File: src/sv/clbr_pkg.sv
`default_nettype none
// ----------------------------------------------------------------------------
// clbr_pkg
// Shared types and constants of the CR-LF line buffer ring.
// ----------------------------------------------------------------------------
package clbr_pkg;

    localparam int LINE_BYTES_DEF = 64;
    localparam int NUM_SLOTS_DEF  = 4;

    localparam logic       OP_BYTE = 1'b0;
    localparam logic       OP_TAKE = 1'b1;
    localparam logic [7:0] BYTE_LF = 8'h0A;
    localparam logic [7:0] BYTE_CR = 8'h0D;

    typedef struct packed {
        logic       opcode;
        logic [7:0] rx_byte;
    } t_in_item;

    typedef struct packed {
        logic       line_ready;
        logic [7:0] line_byte;
        logic [5:0] byte_position;
        logic [6:0] line_length;
        logic       last;
        logic       overflow;
    } t_out_item;

    typedef struct packed {
        logic byte_wr;
        logic take_start;
        logic rd_issue;
        logic emit_byte;
        logic emit_single;
        logic release_slot;
        logic pos_inc;
    } t_ctrl_cmd;

    typedef struct packed {
        logic cur_ready;
        logic len_zero;
        logic last_pos;
        logic out_free;
    } t_dp_status;

endpackage
`default_nettype wire

File: src/sv/clbr_ctrl.sv
`default_nettype none
// ----------------------------------------------------------------------------
// clbr_ctrl
// Sequencer: accepts words, steps a take through the line read-out.
// ----------------------------------------------------------------------------
module clbr_ctrl
    import clbr_pkg::*;
(
    input  wire logic       i_clk,
    input  wire logic       i_rst_n,
    input  wire logic       i_in_valid,
    input  wire logic       i_opcode,
    input  wire t_dp_status i_status,
    output logic            o_in_stall,
    output t_ctrl_cmd       o_cmd
);

    localparam logic [1:0] S_IDLE   = 2'd0;
    localparam logic [1:0] S_READ   = 2'd1;
    localparam logic [1:0] S_EMIT   = 2'd2;
    localparam logic [1:0] S_SINGLE = 2'd3;

    logic [1:0] r_state;
    logic [1:0] n_state;

    always_ff @(posedge i_clk) begin
        if (!i_rst_n) begin
            r_state <= S_IDLE;
        end else begin
            r_state <= n_state;
        end
    end

    always_comb begin
        n_state = r_state;
        o_cmd   = '0;
        unique case (r_state)
            S_IDLE: begin
                if (i_in_valid) begin
                    if (i_opcode == OP_BYTE) begin
                        o_cmd.byte_wr = 1'b1;
                    end else begin
                        o_cmd.take_start = 1'b1;
                        n_state = (i_status.cur_ready && !i_status.len_zero) ? S_READ
                                                                            : S_SINGLE;
                    end
                end
            end
            S_READ: begin
                o_cmd.rd_issue = 1'b1;
                n_state        = S_EMIT;
            end
            S_EMIT: begin
                if (i_status.out_free) begin
                    o_cmd.emit_byte = 1'b1;
                    if (i_status.last_pos) begin
                        o_cmd.release_slot = 1'b1;
                        n_state            = S_IDLE;
                    end else begin
                        o_cmd.pos_inc = 1'b1;
                        n_state       = S_READ;
                    end
                end
            end
            S_SINGLE: begin
                if (i_status.out_free) begin
                    o_cmd.emit_single  = 1'b1;
                    o_cmd.release_slot = i_status.cur_ready;
                    n_state            = S_IDLE;
                end
            end
            default: begin
                n_state = S_IDLE;
            end
        endcase
    end

    assign o_in_stall = (r_state != S_IDLE);

endmodule
`default_nettype wire

File: src/sv/clbr_datapath.sv
`default_nettype none
// ----------------------------------------------------------------------------
// clbr_datapath
// Line store, per-slot fill counts and ready marks, output register.
// ----------------------------------------------------------------------------
module clbr_datapath
    import clbr_pkg::*;
#(
    parameter int LINE_BYTES = LINE_BYTES_DEF,
    parameter int NUM_SLOTS  = NUM_SLOTS_DEF
) (
    input  wire logic       i_clk,
    input  wire logic       i_rst_n,
    input  wire t_ctrl_cmd  i_cmd,
    input  wire logic [7:0] i_rx_byte,
    input  wire logic       i_out_stall,
    output t_dp_status      o_status,
    output logic            o_out_valid,
    output t_out_item       o_out_item
);

    localparam int SW = $clog2(NUM_SLOTS);
    localparam int CW = $clog2(LINE_BYTES + 1);
    localparam int PW = $clog2(LINE_BYTES);
    localparam int AW = $clog2(NUM_SLOTS * LINE_BYTES);
    localparam int DEPTH = NUM_SLOTS * LINE_BYTES;

    logic [7:0]    r_mem [DEPTH];
    logic [7:0]    r_rd_data;
    logic [CW-1:0] r_fill [NUM_SLOTS];
    logic          r_ready [NUM_SLOTS];
    logic [SW-1:0] r_wslot;
    logic [SW-1:0] r_rslot;
    logic          r_prev_cr;
    logic          r_dropped;
    logic          r_ovf;
    logic [PW-1:0] r_pos;
    logic          r_out_valid;
    t_out_item     r_out_item;

    logic          closes;
    logic          is_cr;
    logic          slot_busy;
    logic          slot_full;
    logic          wr_en;
    logic [AW-1:0] wr_addr;
    logic [AW-1:0] rd_addr;
    logic [CW-1:0] rd_len;
    logic          out_free;

    function automatic logic [SW-1:0] f_next(input logic [SW-1:0] s);
        f_next = (s == SW'(NUM_SLOTS - 1)) ? '0 : s + SW'(1);
    endfunction

    assign is_cr     = (i_rx_byte == BYTE_CR);
    assign closes    = (i_rx_byte == BYTE_LF) && r_prev_cr;
    assign slot_busy = r_ready[r_wslot];
    assign slot_full = (r_fill[r_wslot] == CW'(LINE_BYTES));
    assign wr_en     = i_cmd.byte_wr && !slot_busy && !slot_full;
    assign wr_addr   = AW'(r_wslot) * AW'(LINE_BYTES) + AW'(r_fill[r_wslot][PW-1:0]);
    assign rd_addr   = AW'(r_rslot) * AW'(LINE_BYTES) + AW'(r_pos);
    assign rd_len    = r_fill[r_rslot];
    assign out_free  = !r_out_valid || !i_out_stall;

    assign o_status.cur_ready = r_ready[r_rslot];
    assign o_status.len_zero  = (rd_len == '0);
    assign o_status.last_pos  = ((CW'(r_pos) + CW'(1)) == rd_len);
    assign o_status.out_free  = out_free;

    // Line store: one write port, one registered read port.
    always_ff @(posedge i_clk) begin
        if (wr_en) begin
            r_mem[wr_addr] <= i_rx_byte;
        end
        if (i_cmd.rd_issue) begin
            r_rd_data <= r_mem[rd_addr];
        end
    end

    always_ff @(posedge i_clk) begin
        if (!i_rst_n) begin
            for (int i = 0; i < NUM_SLOTS; i++) begin
                r_fill[i]  <= '0;
                r_ready[i] <= 1'b0;
            end
            r_wslot   <= '0;
            r_rslot   <= '0;
            r_prev_cr <= 1'b0;
            r_dropped <= 1'b0;
        end else begin
            if (i_cmd.byte_wr) begin
                if (slot_busy) begin
                    r_dropped <= 1'b1;
                    r_prev_cr <= closes ? 1'b0 : is_cr;
                end else begin
                    if (!slot_full) begin
                        r_fill[r_wslot] <= r_fill[r_wslot] + CW'(1);
                    end else begin
                        r_dropped <= 1'b1;
                    end
                    if (closes) begin
                        r_ready[r_wslot] <= 1'b1;
                        r_wslot          <= f_next(r_wslot);
                        r_prev_cr        <= 1'b0;
                    end else begin
                        r_prev_cr <= is_cr;
                    end
                end
            end
            if (i_cmd.take_start) begin
                r_dropped <= 1'b0;
            end
            if (i_cmd.release_slot) begin
                r_ready[r_rslot] <= 1'b0;
                r_fill[r_rslot]  <= '0;
                r_rslot          <= f_next(r_rslot);
            end
        end
    end

    // Take context: overflow snapshot and read position.
    always_ff @(posedge i_clk) begin
        if (i_cmd.take_start) begin
            r_ovf <= r_dropped;
            r_pos <= '0;
        end else if (i_cmd.pos_inc) begin
            r_pos <= r_pos + PW'(1);
        end
    end

    always_ff @(posedge i_clk) begin
        if (!i_rst_n) begin
            r_out_valid <= 1'b0;
        end else if (i_cmd.emit_byte || i_cmd.emit_single) begin
            r_out_valid <= 1'b1;
        end else if (!i_out_stall) begin
            r_out_valid <= 1'b0;
        end
    end

    always_ff @(posedge i_clk) begin
        if (i_cmd.emit_byte) begin
            r_out_item.line_ready    <= 1'b1;
            r_out_item.line_byte     <= r_rd_data;
            r_out_item.byte_position <= 6'(r_pos);
            r_out_item.line_length   <= 7'(rd_len);
            r_out_item.last          <= o_status.last_pos;
            r_out_item.overflow      <= r_ovf;
        end else if (i_cmd.emit_single) begin
            r_out_item.line_ready    <= o_status.cur_ready;
            r_out_item.line_byte     <= '0;
            r_out_item.byte_position <= '0;
            r_out_item.line_length   <= '0;
            r_out_item.last          <= 1'b1;
            r_out_item.overflow      <= r_ovf;
        end
    end

    assign o_out_valid = r_out_valid;
    assign o_out_item  = r_out_item;

endmodule
`default_nettype wire

File: src/sv/crlf_line_buffer_ring.sv
`default_nettype none
// ----------------------------------------------------------------------------
// crlf_line_buffer_ring
// Ring of CR-LF terminated receive line buffers with take-line read-out.
// ----------------------------------------------------------------------------
//
//  channel | direction | handshake                | word
//  --------+-----------+--------------------------+------------------------------
//  in      | input     | i_in_valid / o_in_stall  | t_in_item  (opcode, rx_byte)
//  out     | output    | o_out_valid / i_out_stall| t_out_item (one line byte/result)
//
//  After a received byte the next word is accepted in the next cycle.
//  A take of a ready line is accepted first; then each byte is read from the
//  registered line store and loaded into the output register. A take with no
//  ready line, or of an empty ready line, loads a single result word.
//  The input stalls from an accepted take until its last result is loaded;
//  output stalls stretch the take by holding the output register.
//  Reset is synchronous; the line store needs no clearing pass after reset.
//
module crlf_line_buffer_ring
    import clbr_pkg::*;
#(
    parameter int LINE_BYTES = LINE_BYTES_DEF,
    parameter int NUM_SLOTS  = NUM_SLOTS_DEF
) (
    input  wire logic      i_clk,
    input  wire logic      i_rst_n,
    input  wire logic      i_in_valid,
    output logic           o_in_stall,
    input  wire t_in_item  i_in_item,
    output logic           o_out_valid,
    input  wire logic      i_out_stall,
    output t_out_item      o_out_item
);

    // Commands from the sequencer, status back from the datapath.
    t_ctrl_cmd  cmd;
    t_dp_status status;

    // Sequencer: accept words when idle, walk a take byte by byte.
    clbr_ctrl u_ctrl (
        .i_clk      (i_clk),
        .i_rst_n    (i_rst_n),
        .i_in_valid (i_in_valid),
        .i_opcode   (i_in_item.opcode),
        .i_status   (status),
        .o_in_stall (o_in_stall),
        .o_cmd      (cmd)
    );

    // Datapath: line store, slot bookkeeping, CR-LF detect, output register.
    clbr_datapath #(
        .LINE_BYTES (LINE_BYTES),
        .NUM_SLOTS  (NUM_SLOTS)
    ) u_datapath (
        .i_clk       (i_clk),
        .i_rst_n     (i_rst_n),
        .i_cmd       (cmd),
        .i_rx_byte   (i_in_item.rx_byte),
        .i_out_stall (i_out_stall),
        .o_status    (status),
        .o_out_valid (o_out_valid),
        .o_out_item  (o_out_item)
    );

endmodule
`default_nettype wire

File: config.mk
export PLATFORM = sky130hd
export DESIGN_NAME = crlf_line_buffer_ring
export DESIGN_NICKNAME = d
export VERILOG_FILES = /design/src/sv/clbr_pkg.sv /design/src/sv/clbr_ctrl.sv /design/src/sv/clbr_datapath.sv /design/src/sv/crlf_line_buffer_ring.sv
export SDC_FILE = /design/constraint.sdc
export NUM_CORES = 2
export LEC_CHECK = 0
export BUFFER_PORTS_ARGS = -buffer_cell sky130_fd_sc_hd__buf_2
export CAP_MARGIN = 20
export CORE_UTILIZATION = 40
export DETAILED_ROUTE_END_ITERATION = 12
export GPL_ROUTABILITY_DRIVEN = 0
export SLEW_MARGIN = 20
export SYNTH_ARGS = -nofsm -noshare
export SYNTH_HDL_FRONTEND = slang
export SYNTH_SLANG_ARGS = --single-unit
File: constraint.sdc
create_clock -name i_clk -period 3.4 [get_ports i_clk]
set_input_delay 0.17 -clock i_clk [delete_from_list [all_inputs] [get_ports i_clk]]
set_output_delay 0.17 -clock i_clk [all_outputs]
set_load 0.005 [all_outputs]
==> results.md <==
- Die H: 456 microns
- Syn nets: ~3,900
- Type of the tightest min-delay check: in -> reg
- Setup Skew: roughly 0.038 ns
- # DRC: 0
- IR Drop Worst-Case VDD: 0.536 mV
- DPL Wire Length: approximately 140,000 microns
- Pwr dens: 694 nW/um^2
- Final WL: roughly 220,000 microns
- TritonRoute pass-1 iters: 5
- Crit path buf inv count: 3
- Syn avg cell area: about 21 sq um
- Mapped cell area: 82,400 sq um
- Flops & latches, synth: 2,132
- Fin crit share: 98.9%
- Worst slew pin tran: 1.20 ns
- Top cell by count, worst path: buf_12
- Avg WL per Cell: 30.1 microns
- Async SR Flop Fraction: 0%
- Clk sink count: 2,132
- Max incr delay on CP: 0.54 ns
- Post-synth top area share: 76.8%
- Crit path cell chain: buf_12 -> buf_12 -> mux4_2 -> a22oi_1 -> a21oi_1 -> nor3_1 -> buf_4 -> nand4_1 -> a31o_2
- Post-synthesis sequential area ratio: 77.4%
- Post-DP Area: 89,900 sq um
- Pin count of the biggest net entering global routing: 173
- Antenna viol nets, final: 0
- Vias in the first global route: 42,970
- Worst Path Arrival: 3.96 ns
- Die ar.: 208,000 sq um
- Count leader, synth: edfxtp_1
- # H-tree levels: 4
- Slew Viols, Final: 0
- TritonCTS clock tree: yes
- CTS root buffer: clkbuf_16
- Clk_lat worst skew: roughly 0.84 ns
- Antenna violations before repair: 8
- IO buf count: 38
- Critical path type: reg -> reg
- Reg clk slew, reported paths: 0.06 ns
- Final-report hold violation count: 0
- Max-cap violations: 0
- Startpoint Class: flip-flop
- Crit path time final: 3.36 ns
- Top_reg_cell synth: edfxtp_1
- Total CTS buffers: between 200 and 250
- F_max: 297 MHz
- Outcome: completed
- Bufs on Longest Clock Path: 3
- DP Cell Count: 6,930
- Rows: 166
- Min Hold Slack: 0.167 ns
- Die Width: around 460 microns
- First-pass GRT wire length: between 300,000 and 400,000 microns
- Slew HR: between 10% and 20%
- Tot Pwr: 67,500 uW
- Antenna cells: 0
- Synth-to-Final Area Change: 18.0%
- Worst Setup End Kind: flip-flop
- Non-filler cells in the finished layout: 7,331
- IO Count: 39
- Initial Utilization: 40.3%
- Post-synth EDFFs: 2,109
- Worst Path Max Fanout: 23
- Final instance area: 97,300 sq um
- Top cells by count, synth: 2,109 x edfxtp_1, 528 x mux4_2, 305 x nor2_1
- Synth top area cells: edfxtp_1 77%, mux4_2 14%, a22oi_1 1.9%
- RSZ-0062 raised after global routing: false
- Synth area leader: edfxtp_1
- Yosys cell types: 64
- Initial DRC count: 5,399
- Setup violation total in the final timing report: 0
- Cell at the slowest stage of the critical path: mux4_2
- Worst EP required: roughly 4 ns
- Gr ovfl total: 0
- Post-Synthesis Cells: ~3,900
- Leak: 0.0305 uW
- FILL cells: 16,645
- Vias per inst: between 5 and 6
- CORE AREA: 205,000 sq um
- Final net count: 4,495
- Total Routing Usage GR: 21.1%
- Layout cells sized above 1: between 30% and 40%
- CP delay by family, top: compound AO/OA/AOI/OAI gates
- DR vias: ~43,000
- Yosys warnings: 0
-- registers in the layout, indices dropped and copies added, names as in the netlist, named ones only --
register / flops
u_datapath.r_mem: 2048
u_ctrl.r_state: 2
u_datapath.r_pos: 6
u_datapath.r_fill: 28
u_datapath.r_ready: 4
u_datapath.r_rd_data: 8
u_datapath.r_rslot: 2
u_datapath.r_dropped: 1
u_datapath.o_out_valid: 1
u_datapath.r_wslot: 2
u_datapath.r_ovf: 1
u_datapath.o_out_item: 24
u_datapath.r_prev_cr: 1
-- report_power, final --
part           switching (uW)  leakage (uW)  total [uW]  internal [uW]
sequential                107        0.0192       29100          29000
combinational            7690       0.00794       14600           6940
clock                    9940       0.00340       23800          13800
total                   17700        0.0305       67500          49800
-- worst register-to-register path: stages, from the launching register on --
cell     delay, ns
dfxtp_4       0.44
buf_12        0.24
buf_12        0.29
mux4_2        0.55
a22oi_1       0.47
a21oi_1       0.19
nor3_1        0.24
buf_4         0.17
nand4_1       0.23
a31o_2        0.31
-- layout make-up --
class	count	area [sq um]	share of cell area (%)
Timing Repair Buffer	590	5330	5.48
Multi-Input combinational cell	1519	17700	18.2
Clock inverter	129	1630	1.68
Sequential cell	2132	63800	65.6
Tap cell	2688	3360	3.46
Clock buffer	253	5420	5.57
Inverter	20	75.1	0.0772
-- logic make-up (layout without fill, tap and decap cells) --
kind of cell / count (synthesis) / after routing / share of synthesized area (%)
AO/OA/AOI/OAI: 402 / 402 / 3.31
AND/OR/NAND/NOR: 555 / 555 / 3.01
adder cells (fa/ha/maj): 10 / 10 / 0.152
multiplexers: 538 / 538 / 14.6
flip-flops: 2132 / 2132 / 77.4
buffers and inverters: 258 / 992 / 1.37
XOR/XNOR: 14 / 14 / 0.200
-- path summary, 6_finish.rpt --
| kind | startpoint | end | slack, ns | depth (start not counted) |
|---|---|---|---|---|
| worst max-delay path | u_datapath.r_pos[0] | u_datapath.r_rd_data[0] | 0.04 | 9 |
| worst min-delay path | i_out_stall | u_datapath.o_out_valid | 0.17 | 4 |
| worst max register to register | u_datapath.r_pos[0] | u_datapath.r_rd_data[0] | 0.04 | 9 |
| worst min register to register | u_datapath.r_dropped | u_datapath.r_ovf | 0.45 | 0 |
-- placed cells by master, fill, tap and decap left out, drive strengths merged, types with 7 or more instances in the layout --
master       synthesis  final
dlygate4sd3          0     14
and2                26     26
o22ai               38     38
nand2               79     79
bufinv               0     32
buf                124    567
nand4               10     10
a22oi              210    210
nor2               306    306
nand2b               7      7
clkbuf             114    262
edfxtp            2109   2109
nor4                29     29
o21ai                7      7
or2                 10     10
mux4               528    528
a21oi              103    103
clkinv               1     78
nor3                15     15
clkinvlp             0     11
inv                 19     28
nor2b               18     18
ha                  10     10
dfxtp               23     23
nand3               39     39
-- per-stage QoR --
stage	TNS, ns	utilization, %	worst slack, ns
floorplan	0	-	0.265
global placement	-1.27	43.9	-0.349
detailed placement	-1.31	43.9	-0.307
CTS	0	47.5	0.00393
global route	0	47.6	0.00222
finish	0	47.6	0.0369
-- layer usage --
layer	global-route usage [%]	part of all wire (%)	up-vias
met4	6.97	3.3	2
met2	33.2	47	2041
met1	29.3	41	22662
li1	-	-	17502
met3	4.53	9.1	347
met5	0	0.0054	-
-- what timing repair did --
action                                  CTS  global route
gates cloned                              0             1
buffers inserted                          4             0
gates resized for setup                   8            17
pin swaps                                 0             2
endpoints found under the setup margin    6            24
hold buffers                             14             0
endpoints found under the hold margin   254             0
Note: power is estimated with default switching activity, not from simulation.
